**config.mk**
```make
export PLATFORM = sky130hd
export DESIGN_NAME = register_bitmap_allocator
export DESIGN_NICKNAME = d
export VERILOG_FILES = /design/src/sv/rba_pkg.sv /design/src/sv/rba_datapath.sv /design/src/sv/rba_ctrl.sv /design/src/sv/register_bitmap_allocator.sv
export SDC_FILE = /design/constraint.sdc
export NUM_CORES = 1
export LEC_CHECK = 0
export CORE_MARGIN = 2
export CORE_UTILIZATION = 40
export DETAILED_ROUTE_END_ITERATION = 7
export DONT_BUFFER_PORTS = 1
export HOLD_SLACK_MARGIN = 0.08
export SETUP_SLACK_MARGIN = 0.1
export SYNTH_ARGS = -nofsm -noshare
export SYNTH_HDL_FRONTEND = slang
export SYNTH_SLANG_ARGS = --single-unit
```
**constraint.sdc**
```tcl
create_clock -name clk -period 7.4 [get_ports clk]
set_input_delay 2.22 -clock clk [delete_from_list [all_inputs] [get_ports clk]]
set_output_delay 2.22 -clock clk [all_outputs]
set_load 0.02 [all_outputs]
```
**src/sv/rba_pkg.sv**
```systemverilog
// ----------------------------------------------------------------------------
// rba_pkg
// Request codes and the command and status bundles that pass between the
// allocator controller and its datapath.
// ----------------------------------------------------------------------------
package rba_pkg;

  localparam logic [1:0] MODE_ALLOC   = 2'd0;
  localparam logic [1:0] MODE_RESERVE = 2'd1;
  localparam logic [1:0] MODE_RELEASE = 2'd2;

  typedef struct packed {
    logic capture;
    logic clear;
    logic rd_slot;
    logic rd_scan;
    logic scan_next;
    logic wr_set;
    logic wr_clr;
    logic wr_alloc;
    logic out_echo;
    logic out_alloc;
    logic out_full;
  } cmd_t;

  typedef struct packed {
    logic [1:0] mode;
    logic       slot_in_range;
    logic       found;
    logic       last_word;
    logic       clear_done;
  } status_t;

endpackage

```
**src/sv/rba_datapath.sv**
```systemverilog
// ----------------------------------------------------------------------------
// rba_datapath
// Busy-flag memory, request registers, word scan with find-first-zero and
// the result register.
// ----------------------------------------------------------------------------
module rba_datapath #(
  parameter int NUM_REGS  = 256,
  parameter int WORD_BITS = 64
) (
  input  logic                  clk,
  input  logic                  rst_n,
  input  logic [1:0]            in_mode,
  input  logic [7:0]            in_slot_index,
  input  rba_pkg::cmd_t         cmd,
  output rba_pkg::status_t      status,
  output logic [7:0]            out_granted_index,
  output logic                  out_no_free
);

  localparam int NUM_WORDS = (NUM_REGS + WORD_BITS - 1) / WORD_BITS;
  localparam int WA_W      = (NUM_WORDS > 1) ? $clog2(NUM_WORDS) : 1;
  localparam int BIT_W     = $clog2(WORD_BITS);
  localparam int IDX_W     = $clog2(NUM_REGS) + 1;
  localparam int SUM_W     = (IDX_W > 8) ? IDX_W : 8;
  localparam int LAST_BITS = NUM_REGS - (NUM_WORDS - 1) * WORD_BITS;
  localparam logic [WORD_BITS-1:0] LAST_MASK =
    {WORD_BITS{1'b1}} >> (WORD_BITS - LAST_BITS);

  logic [WORD_BITS-1:0] busy_mem [NUM_WORDS];
  logic [WORD_BITS-1:0] rd_data_r;

  logic [1:0]      mode_r;
  logic [7:0]      slot_r;
  logic [WA_W-1:0] scan_addr_r, scan_addr_nxt;
  logic [IDX_W-1:0] base_r, base_nxt;
  logic [WA_W-1:0] clr_cnt_r, clr_cnt_nxt;
  logic [7:0]      granted_r;
  logic            no_free_r;

  logic [WA_W-1:0]  word_tab [256];
  logic [BIT_W-1:0] bit_tab  [256];

  for (genvar v = 0; v < 256; v++) begin : g_tab
    assign word_tab[v] = WA_W'(v / WORD_BITS);
    assign bit_tab[v]  = BIT_W'(v % WORD_BITS);
  end

  logic [WA_W-1:0]      slot_word;
  logic [WORD_BITS-1:0] slot_mask;
  logic [WORD_BITS-1:0] valid_mask;
  logic [WORD_BITS-1:0] free_bits;
  logic [BIT_W-1:0]     ffz_bit;
  logic [WORD_BITS-1:0] ffz_mask;
  logic [SUM_W-1:0]     alloc_idx;

  assign slot_word  = word_tab[slot_r];
  assign slot_mask  = {{(WORD_BITS-1){1'b0}}, 1'b1} << bit_tab[slot_r];
  assign valid_mask = (scan_addr_r == WA_W'(NUM_WORDS - 1)) ? LAST_MASK
                                                            : {WORD_BITS{1'b1}};
  assign free_bits  = ~rd_data_r & valid_mask;
  assign ffz_mask   = {{(WORD_BITS-1){1'b0}}, 1'b1} << ffz_bit;
  assign alloc_idx  = SUM_W'(base_r) + SUM_W'(ffz_bit);

  always_comb begin
    ffz_bit = '0;
    for (int b = WORD_BITS - 1; b >= 0; b--) begin
      if (free_bits[b]) begin
        ffz_bit = BIT_W'(b);
      end
    end
  end

  always_comb begin
    status.mode          = mode_r;
    status.slot_in_range = SUM_W'(slot_r) < SUM_W'(NUM_REGS);
    status.found         = |free_bits;
    status.last_word     = scan_addr_r == WA_W'(NUM_WORDS - 1);
    status.clear_done    = clr_cnt_r == WA_W'(NUM_WORDS - 1);
  end

  always_comb begin
    scan_addr_nxt = scan_addr_r;
    base_nxt      = base_r;
    clr_cnt_nxt   = clr_cnt_r;
    if (cmd.capture) begin
      scan_addr_nxt = '0;
      base_nxt      = '0;
    end else if (cmd.scan_next) begin
      scan_addr_nxt = scan_addr_r + 1'b1;
      base_nxt      = base_r + IDX_W'(WORD_BITS);
    end
    if (cmd.clear) begin
      clr_cnt_nxt = clr_cnt_r + 1'b1;
    end
  end

  always_ff @(posedge clk) begin
    if (!rst_n) begin
      clr_cnt_r <= '0;
    end else begin
      clr_cnt_r <= clr_cnt_nxt;
    end
  end

  always_ff @(posedge clk) begin
    scan_addr_r <= scan_addr_nxt;
    base_r      <= base_nxt;
    if (cmd.capture) begin
      mode_r <= in_mode;
      slot_r <= in_slot_index;
    end
    if (cmd.out_echo) begin
      granted_r <= slot_r;
      no_free_r <= 1'b0;
    end else if (cmd.out_alloc) begin
      granted_r <= alloc_idx[7:0];
      no_free_r <= 1'b0;
    end else if (cmd.out_full) begin
      granted_r <= '0;
      no_free_r <= 1'b1;
    end
  end

  always_ff @(posedge clk) begin
    if (cmd.clear) begin
      busy_mem[clr_cnt_r] <= '0;
    end else if (cmd.wr_set) begin
      busy_mem[slot_word] <= rd_data_r | slot_mask;
    end else if (cmd.wr_clr) begin
      busy_mem[slot_word] <= rd_data_r & ~slot_mask;
    end else if (cmd.wr_alloc) begin
      busy_mem[scan_addr_r] <= rd_data_r | ffz_mask;
    end
    if (cmd.rd_slot) begin
      rd_data_r <= busy_mem[slot_word];
    end else if (cmd.rd_scan) begin
      rd_data_r <= busy_mem[scan_addr_r];
    end
  end

  assign out_granted_index = granted_r;
  assign out_no_free       = no_free_r;

endmodule

```
**src/sv/rba_ctrl.sv**
```systemverilog
// ----------------------------------------------------------------------------
// rba_ctrl
// Sequencer for the allocator: clearing pass, request dispatch, word scan,
// write-back and the result valid flag.
// ----------------------------------------------------------------------------
module rba_ctrl (
  input  logic                  clk,
  input  logic                  rst_n,
  input  logic                  in_valid,
  output logic                  in_ready,
  output logic                  out_valid,
  input  logic                  out_ready,
  input  rba_pkg::status_t      status,
  output rba_pkg::cmd_t         cmd
);

  localparam logic [2:0] S_CLEAR = 3'd0;
  localparam logic [2:0] S_IDLE  = 3'd1;
  localparam logic [2:0] S_DISP  = 3'd2;
  localparam logic [2:0] S_SCAN  = 3'd3;
  localparam logic [2:0] S_CHK   = 3'd4;

  logic [2:0] state_r, state_nxt;
  logic       out_valid_r, out_valid_nxt;
  logic       out_free;
  logic       is_alloc;

  assign out_free = !out_valid_r || out_ready;
  assign is_alloc = status.mode == rba_pkg::MODE_ALLOC;
  assign in_ready = state_r == S_IDLE;

  always_comb begin
    cmd       = '0;
    state_nxt = state_r;
    unique case (state_r)
      S_CLEAR: begin
        cmd.clear = 1'b1;
        if (status.clear_done) begin
          state_nxt = S_IDLE;
        end
      end
      S_IDLE: begin
        if (in_valid) begin
          cmd.capture = 1'b1;
          state_nxt   = S_DISP;
        end
      end
      S_DISP: begin
        if (is_alloc) begin
          state_nxt = S_SCAN;
        end else if ((status.mode == rba_pkg::MODE_RESERVE ||
                      status.mode == rba_pkg::MODE_RELEASE) &&
                     status.slot_in_range) begin
          cmd.rd_slot = 1'b1;
          state_nxt   = S_CHK;
        end else if (out_free) begin
          cmd.out_echo = 1'b1;
          state_nxt    = S_IDLE;
        end
      end
      S_SCAN: begin
        cmd.rd_scan = 1'b1;
        state_nxt   = S_CHK;
      end
      S_CHK: begin
        if (is_alloc) begin
          if (status.found) begin
            if (out_free) begin
              cmd.wr_alloc  = 1'b1;
              cmd.out_alloc = 1'b1;
              state_nxt     = S_IDLE;
            end
          end else if (status.last_word) begin
            if (out_free) begin
              cmd.out_full = 1'b1;
              state_nxt    = S_IDLE;
            end
          end else begin
            cmd.scan_next = 1'b1;
            state_nxt     = S_SCAN;
          end
        end else if (out_free) begin
          cmd.wr_set   = status.mode == rba_pkg::MODE_RESERVE;
          cmd.wr_clr   = status.mode == rba_pkg::MODE_RELEASE;
          cmd.out_echo = 1'b1;
          state_nxt    = S_IDLE;
        end
      end
      default: begin
        state_nxt = S_CLEAR;
      end
    endcase
  end

  always_comb begin
    out_valid_nxt = out_valid_r;
    if (cmd.out_echo || cmd.out_alloc || cmd.out_full) begin
      out_valid_nxt = 1'b1;
    end else if (out_ready) begin
      out_valid_nxt = 1'b0;
    end
  end

  always_ff @(posedge clk) begin
    if (!rst_n) begin
      state_r     <= S_CLEAR;
      out_valid_r <= 1'b0;
    end else begin
      state_r     <= state_nxt;
      out_valid_r <= out_valid_nxt;
    end
  end

  assign out_valid = out_valid_r;

`ifndef SYNTHESIS
  a_no_write_idle: assert property (@(posedge clk) disable iff (!rst_n)
    state_r == S_IDLE |-> !(cmd.clear || cmd.wr_set || cmd.wr_clr || cmd.wr_alloc))
    else $error("busy memory written while idle");

  a_accept_dispatch: assert property (@(posedge clk) disable iff (!rst_n)
    in_valid && in_ready |=> state_r == S_DISP)
    else $error("accepted request not dispatched");

  a_one_result: assert property (@(posedge clk) disable iff (!rst_n)
    $onehot0({cmd.out_echo, cmd.out_alloc, cmd.out_full}))
    else $error("more than one result source loaded");

  a_result_no_overwrite: assert property (@(posedge clk) disable iff (!rst_n)
    out_valid_r && !out_ready |-> !(cmd.out_echo || cmd.out_alloc || cmd.out_full))
    else $error("pending result overwritten");

  a_scan_advance: assert property (@(posedge clk) disable iff (!rst_n)
    state_r == S_CHK && is_alloc && !status.found && !status.last_word
    |=> state_r == S_SCAN)
    else $error("scan did not advance to next word");
`endif

endmodule

```
**src/sv/register_bitmap_allocator.sv**
```systemverilog
// ----------------------------------------------------------------------------
// register_bitmap_allocator
// Lowest-free-first allocator over NUM_REGS busy flags held in a word memory.
//
//   channel  direction  ports
//   in       input      in_valid, in_ready, in_mode, in_slot_index
//   out      output     out_valid, out_ready, out_granted_index, out_no_free
//
// Reserve or release of an index in range passes dispatch, a slot read and a
// check with write-back before the result; an unknown mode or an out-of-range
// index is echoed from dispatch. Allocate alternates a word read and a check
// of that word, from word 0 up, until a free flag or the last word is found.
// After reset a clearing pass over all NUM_WORDS words runs with in_ready low.
// A stalled result holds the write-back until it drains.
// ----------------------------------------------------------------------------
module register_bitmap_allocator #(
  parameter int NUM_REGS  = 256,
  parameter int WORD_BITS = 64
) (
  input  logic       clk,
  input  logic       rst_n,
  input  logic       in_valid,
  output logic       in_ready,
  input  logic [1:0] in_mode,
  input  logic [7:0] in_slot_index,
  output logic       out_valid,
  input  logic       out_ready,
  output logic [7:0] out_granted_index,
  output logic       out_no_free
);

  rba_pkg::cmd_t    cmd;
  rba_pkg::status_t status;

  rba_ctrl u_ctrl (
    .clk       (clk),
    .rst_n     (rst_n),
    .in_valid  (in_valid),
    .in_ready  (in_ready),
    .out_valid (out_valid),
    .out_ready (out_ready),
    .status    (status),
    .cmd       (cmd)
  );

  rba_datapath #(
    .NUM_REGS  (NUM_REGS),
    .WORD_BITS (WORD_BITS)
  ) u_datapath (
    .clk               (clk),
    .rst_n             (rst_n),
    .in_mode           (in_mode),
    .in_slot_index     (in_slot_index),
    .cmd               (cmd),
    .status            (status),
    .out_granted_index (out_granted_index),
    .out_no_free       (out_no_free)
  );

endmodule
```
==> results of run 1 <==
[final cells by class]
| cell class | count | area, um2 |
|---|---|---|
| Clock buffer | 49 | 1090 |
| Clock inverter | 20 | 219 |
| Fill cell | 3878 | 24400 |
| Inverter | 23 | 86.3 |
| Multi-Input combinational cell | 792 | 7120 |
| Sequential cell | 351 | 10400 |
| Tap cell | 592 | 741 |
| Timing Repair Buffer | 20 | 150 |
[worst max-delay path: cells and delay by family]
kind | cells | cell delay (ps)
compound gates | 1 | 230
buf+inv | 2 | 940
simple gates | 4 | 1590
[layer usage]
layer  wire (um)  track usage
met1       19900        0.279
met5           0            0
met2       22300        0.330
met3        3510       0.0354
met4        1600       0.0662
[cells in the final DEF (no fill, tap or decap), types with 7 or more instances in the layout]
cell type  instances
inv_1             21
a21oi_1           18
o21ai_0          119
buf_4             20
mux4_2           128
clkinv_2           7
nor2b_1            9
and3_1             9
nand3_1           29
o21ai_1           27
nor3_1             9
a22oi_1           63
dfxtp_1           11
edfxtp_1         338
mux2_2            64
nand4_1           21
nand2_1           59
nor2_1           101
clkbuf_16         42
nand2b_1           8
[logic make-up after synthesis]
group / synth area share
buffers and inverters: 0.0238
and+or+nand+nor: 0.0865
muxes: 0.204
xor gates and xnor gates: 0.00196
AOI/OAI and AO/OA: 0.0991
adders and majority gates: 0.00350
DFF: 0.582
[registers in the layout (all words and copies together), names as in the netlist, named ones only]
register,flops
u_ctrl.out_valid,1
u_ctrl.state_r,3
u_datapath.base_r,2
u_datapath.busy_mem,256
u_datapath.clr_cnt_r,2
u_datapath.mode_r,2
u_datapath.out_granted_index,8
u_datapath.out_no_free,1
u_datapath.rd_data_r,64
u_datapath.scan_addr_r,2
u_datapath.slot_r,8
[metrics by stage]
stage | utilization | total power, mW
2_1_floorplan | - | 3.86
3_3_place_gp | 0.419 | 4.14
3_5_place_dp | 0.419 | 4.20
4_1_cts | 0.448 | 6.16
5_1_grt | 0.448 | 6.36
6_report | 0.448 | 6.10
[final timing paths]
path / end
worst min register to register: u_datapath.base_r[7]$_SDFFE_PP0P_
worst min-delay path: u_datapath.base_r[7]$_SDFFE_PP0P_
worst max register to register: u_datapath.busy_mem[0][24]$_DFFE_PP_
worst max-delay path: u_datapath.busy_mem[0][24]$_DFFE_PP_
[power breakdown]
group          internal [mW]  total [mW]  switching [mW]
combinational          0.700        1.20           0.499
clock                   1.18        1.97           0.783
sequential              2.66        2.94           0.274
total                   4.55        6.10            1.56
==> results.yml, run 1 <==
outcome:
  outcome: "finished clean"
clock_network:
  cts-root-buf: "clkbuf_16"
  cts_sinks: 351
  htree_levels: 2
  postCtsHoldBufs: 0
  post-cts-setup-buffer-count: 0
  post_cts_resized: 0
  cts_tree: "built"
  clk_pin_slew_ps: 60
  cts_buffer_depth: 3
  numCtsBuffers: 39
  clk-insertion-delay-late_ps: 540
logic_synthesis:
  synth.top_cell.area_share: 0.567
  ys_seq_elements: 351
  synth_ff_type: "edfxtp_1"
  yosysUniqueCellTypes: 71
  syn_inst: 1248
  ys_seq_area_frac: 0.582
  synth_edf_count: 338
  synthTopCellsByArea: "edfxtp_1 57%, mux4_2 16%, mux2_2 4.0%, o21ai_0 3.3%, a22oi_1 2.6%"
  yosysMostFrequentCell: "edfxtp_1"
  avgSynthCellArea_um2: 14.3
  synthArstFlopShare: 0
  syn_area_um2: 17900
  syn_nets: 1267
  yosys_warnings: 0
  yosys-top-cells-count: "338 x edfxtp_1, 128 x mux4_2, 119 x o21ai_0"
  synth_top_cell_by_area: "edfxtp_1"
placed_design:
  port_buffers: 0
  postPlaceCellArea_um2: 18500
  dp_cells: 1778
  hpwl_um: 29900
  place.gp.congestion: 0.935
  pre_cts_ws_ps: 2030
floorplan:
  start_util: 0.405
  row_count: 77
  fp.dieW_um: 216
  coreArea_um2: 44200
  io_pins: 25
  die_area_um2: 46500
  die_height_um: 216
sta:
  rsz0062_at_grt: "false"
  tightestPinTransition_ps: 1300
  fin_crit_ps: 4850
  slew-limit-headroom: 0.130
  hold_viol: 0
  setup_violations: 0
  skew_ps: 18.8
  tns_ps: 0
  fin_ws_ps: 2550
  fin_crit_sh: 0.656
  final_max_slew_viol_count: 0
  fin_hold_ws_ps: 527
  clock.fmax_ghz: 0.206
critical_path:
  reg2reg_depth: 8
  reg2reg_slack_ps: 3000
  crit_path_max_fanout: 36
  worstSetupEndpointType: "register"
  arrival_ps: 5030
  crit_slowest_cell: "nand2_1"
  cpPeakStageDelay_ps: 710
  crit_path_start_kind: "input port"
  crit_required_ps: 7580
  r2r_start: "u_datapath.rd_data_r[19]$_DFFE_PP_"
  startpoint: "out_ready"
  cpMostUsedCell: "buf_4"
  critPathKind: "input port to register"
  path_cells: "nand2b_1, and3_1, nand2_1, buf_4, a21oi_1, nor2_4, buf_4"
global_routing:
  antenna_found_initial: 1
  grt_pass1_vias: 11500
  grt_pass1_wl_um: 71400
  grtUsageTotal: 0.203
  grt_max_degree: 67
  grt_overflow_total: 0
finish:
  final_cell_count_no_fill: 1847
  nNetsFinal: 1246
  final_cell_area_um2: 19800
  syn2layout_area_growth_pct: 10.7
  drive_gt1_frac: 0.241
  n_antenna_cell: 0
drt:
  via_count: 11500
  via_per_inst: 6.22
  drt_wl_total_um: 47300
  avgRoutedWirePerCell_um: 25.6
  initialDrtViolationCount: 1273
  drc: 0
  final_antenna_net_count: 0
  dr.pass1.iters: 7
pwr:
  leakagePower_nw: 6.28
  vdd_ir_drop_max_uv: 333
  pwr_density_cell_nw_per_um2: 308
min_path:
  hold_path_depth: 2
  min-delay-path-class: "register to register"
  min-delay-start: "u_datapath.base_r[7]$_SDFFE_PP0P_"
flow_run:
  cap_viol_max_count: 0
(Power assumes the default switching activity.)
==> run 2, diff against run 1 <==
==> constraint.sdc (replaced) <==
create_clock -name clk -period 5.1 [get_ports clk]
set_input_delay 1.53 -clock clk [delete_from_list [all_inputs] [get_ports clk]]
set_output_delay 1.53 -clock clk [all_outputs]
set_load 0.02 [all_outputs]
==> run 2 against run 1 <==
  * Clock skew increased by 4.9 ps
  * Die area unchanged
  * Cell count increased by 0.22%
  * Non-clock buffer count increased by 2
  * Via count increased by 0.84%
  * Utilization increased by 0.071 points
  * Register-to-register slack got worse by 1600 ps
  * Final area increased by 0.16%
==> results.yml, run 2 (synthesis gave the netlist of run 1 again) <==
critical_path:
  startpoint: "u_datapath.rd_data_r[23]$_DFFE_PP_"
  crit_path_max_fanout: 16
  critPathKind: "register to register"
  crit_path_start_kind: "register"
  r2r_start: "u_datapath.rd_data_r[23]$_DFFE_PP_"
  crit_required_ps: 5370
  arrival_ps: 3970
  worstSetupEndpointType: "register"
outcome:
  outcome: "finished clean"
drt:
  final_antenna_net_count: 0
  route.met3.wl_um: 3290
  initialDrtViolationCount: 1239
  drc: 0
  dr.pass1.iters: 8
  wl_met1_um: 20100
  via_count: 11600
  via_per_inst: 6.26
  routed.top_layer: "met4"
  drt_wl_total_um: 46700
  avgRoutedWirePerCell_um: 25.2
  wl_met2_um: 22000
global_routing:
  grt_pass1_vias: 11500
  antenna_found_initial: 2
  grt_pass1_wl_um: 71300
  grtUsageTotal: 0.202
  grt_max_degree: 67
  grt_overflow_total: 0
sta:
  tns_ps: 0
  fin_crit_ps: 3690
  skew_ps: 23.7
  hold_viol: 0
  final_max_slew_viol_count: 0
  fin_crit_sh: 0.724
  slew-limit-headroom: 0.187
  fin_hold_ws_ps: 541
  tightestPinTransition_ps: 1210
  setup_violations: 0
  clock.fmax_ghz: 0.271
  rsz0062_at_grt: "false"
finish:
  final_cell_mix: "338 x edfxtp_1, 128 x mux4_2, 119 x o21ai_0"
  drive_gt1_frac: 0.243
  nNetsFinal: 1247
  final_cell_area_um2: 19900
  final_common_cell: "edfxtp_1"
  largest_register: "u_datapath.busy_mem"
  largest_register_ffs: 256
  fin_util: 0.449
  syn2layout_area_growth_pct: 10.9
  top_regs: "u_datapath.busy_mem x256, u_datapath.rd_data_r x64"
clock_network:
  post-cts-setup-buffer-count: 0
  clk-insertion-delay-late_ps: 550
  numCtsBuffers: 38
  cts_tree: "built"
  postCtsHoldBufs: 0
  cts_buffer_depth: 3
  cts-root-buf: "clkbuf_16"
  cts_sinks: 351
  post_cts_resized: 0
  clk_pin_slew_ps: 60
  htree_levels: 2
flow_run:
  cap_viol_max_count: 0
floorplan:
  row_count: 77
  die_area_um2: 46500
  die_height_um: 216
  start_util: 0.405
  io_pins: 25
  coreArea_um2: 44200
  fp.dieW_um: 216
pwr:
  pwr_density_cell_nw_per_um2: 447
  power_mw: 8.87
  leakagePower_nw: 6.29
  vdd_ir_drop_max_uv: 507
placed_design:
  place.gp.congestion: 0.968
  hpwl_um: 29500
  postPlaceCellArea_um2: 18600
  port_buffers: 0
min_path:
  min-delay-start: "u_datapath.base_r[7]$_SDFFE_PP0P_"
  min-delay-path-class: "register to register"
## run 2: through the flow
stage | instances | worst slack [ps]
after floorplan | 1248 | -671
after global placement | 1780 | 1160
after detailed placement | 1780 | 1060
after CTS | 1850 | 1460
after global routing | 1850 | 1280
final | 1851 | 1410
## run 2: final cells by class
class                           count  area [um2]
Sequential cell                   351       10400
Clock buffer                       47        1070
Fill cell                        3893       24400
Timing Repair Buffer               22         203
Clock inverter                     23         218
Antenna cell                        1        2.50
Tap cell                          592         741
Inverter                           23        86.3
Multi-Input combinational cell    792        7120
## run 2: final timing paths
path                                               to  slack [ps]  depth (start not counted)
setup / recovery  u_datapath.busy_mem[0][5]$_DFFE_PP_        1410                          7
setup reg to reg  u_datapath.busy_mem[0][5]$_DFFE_PP_        1410                          7
hold / removal      u_datapath.base_r[7]$_SDFFE_PP0P_         540                          2
hold reg to reg     u_datapath.base_r[7]$_SDFFE_PP0P_         540                          2
## run 2: layer usage
| layer | track usage | vias to the layer above |
|---|---|---|
| met5 | 0 | - |
| met4 | 0.0671 | 0 |
| met3 | 0.0338 | 90 |
| met2 | 0.322 | 531 |
| met1 | 0.285 | 5940 |
| li1 | - | 5020 |
## run 2: worst max-delay path, stage by stage, from the launching register on
cell	delay [ps]
edfxtp_1	570
nand4_1	160
nor2_1	210
o2111ai_1	180
a311oi_1	420
nor3_1	230
or4_1	1030
o21ai_0	620
## run 2: power by group
group	internal [mW]	switching [mW]
clock network	1.66	1.15
registers	3.86	0.361
logic	1.05	0.798
total	6.56	2.31
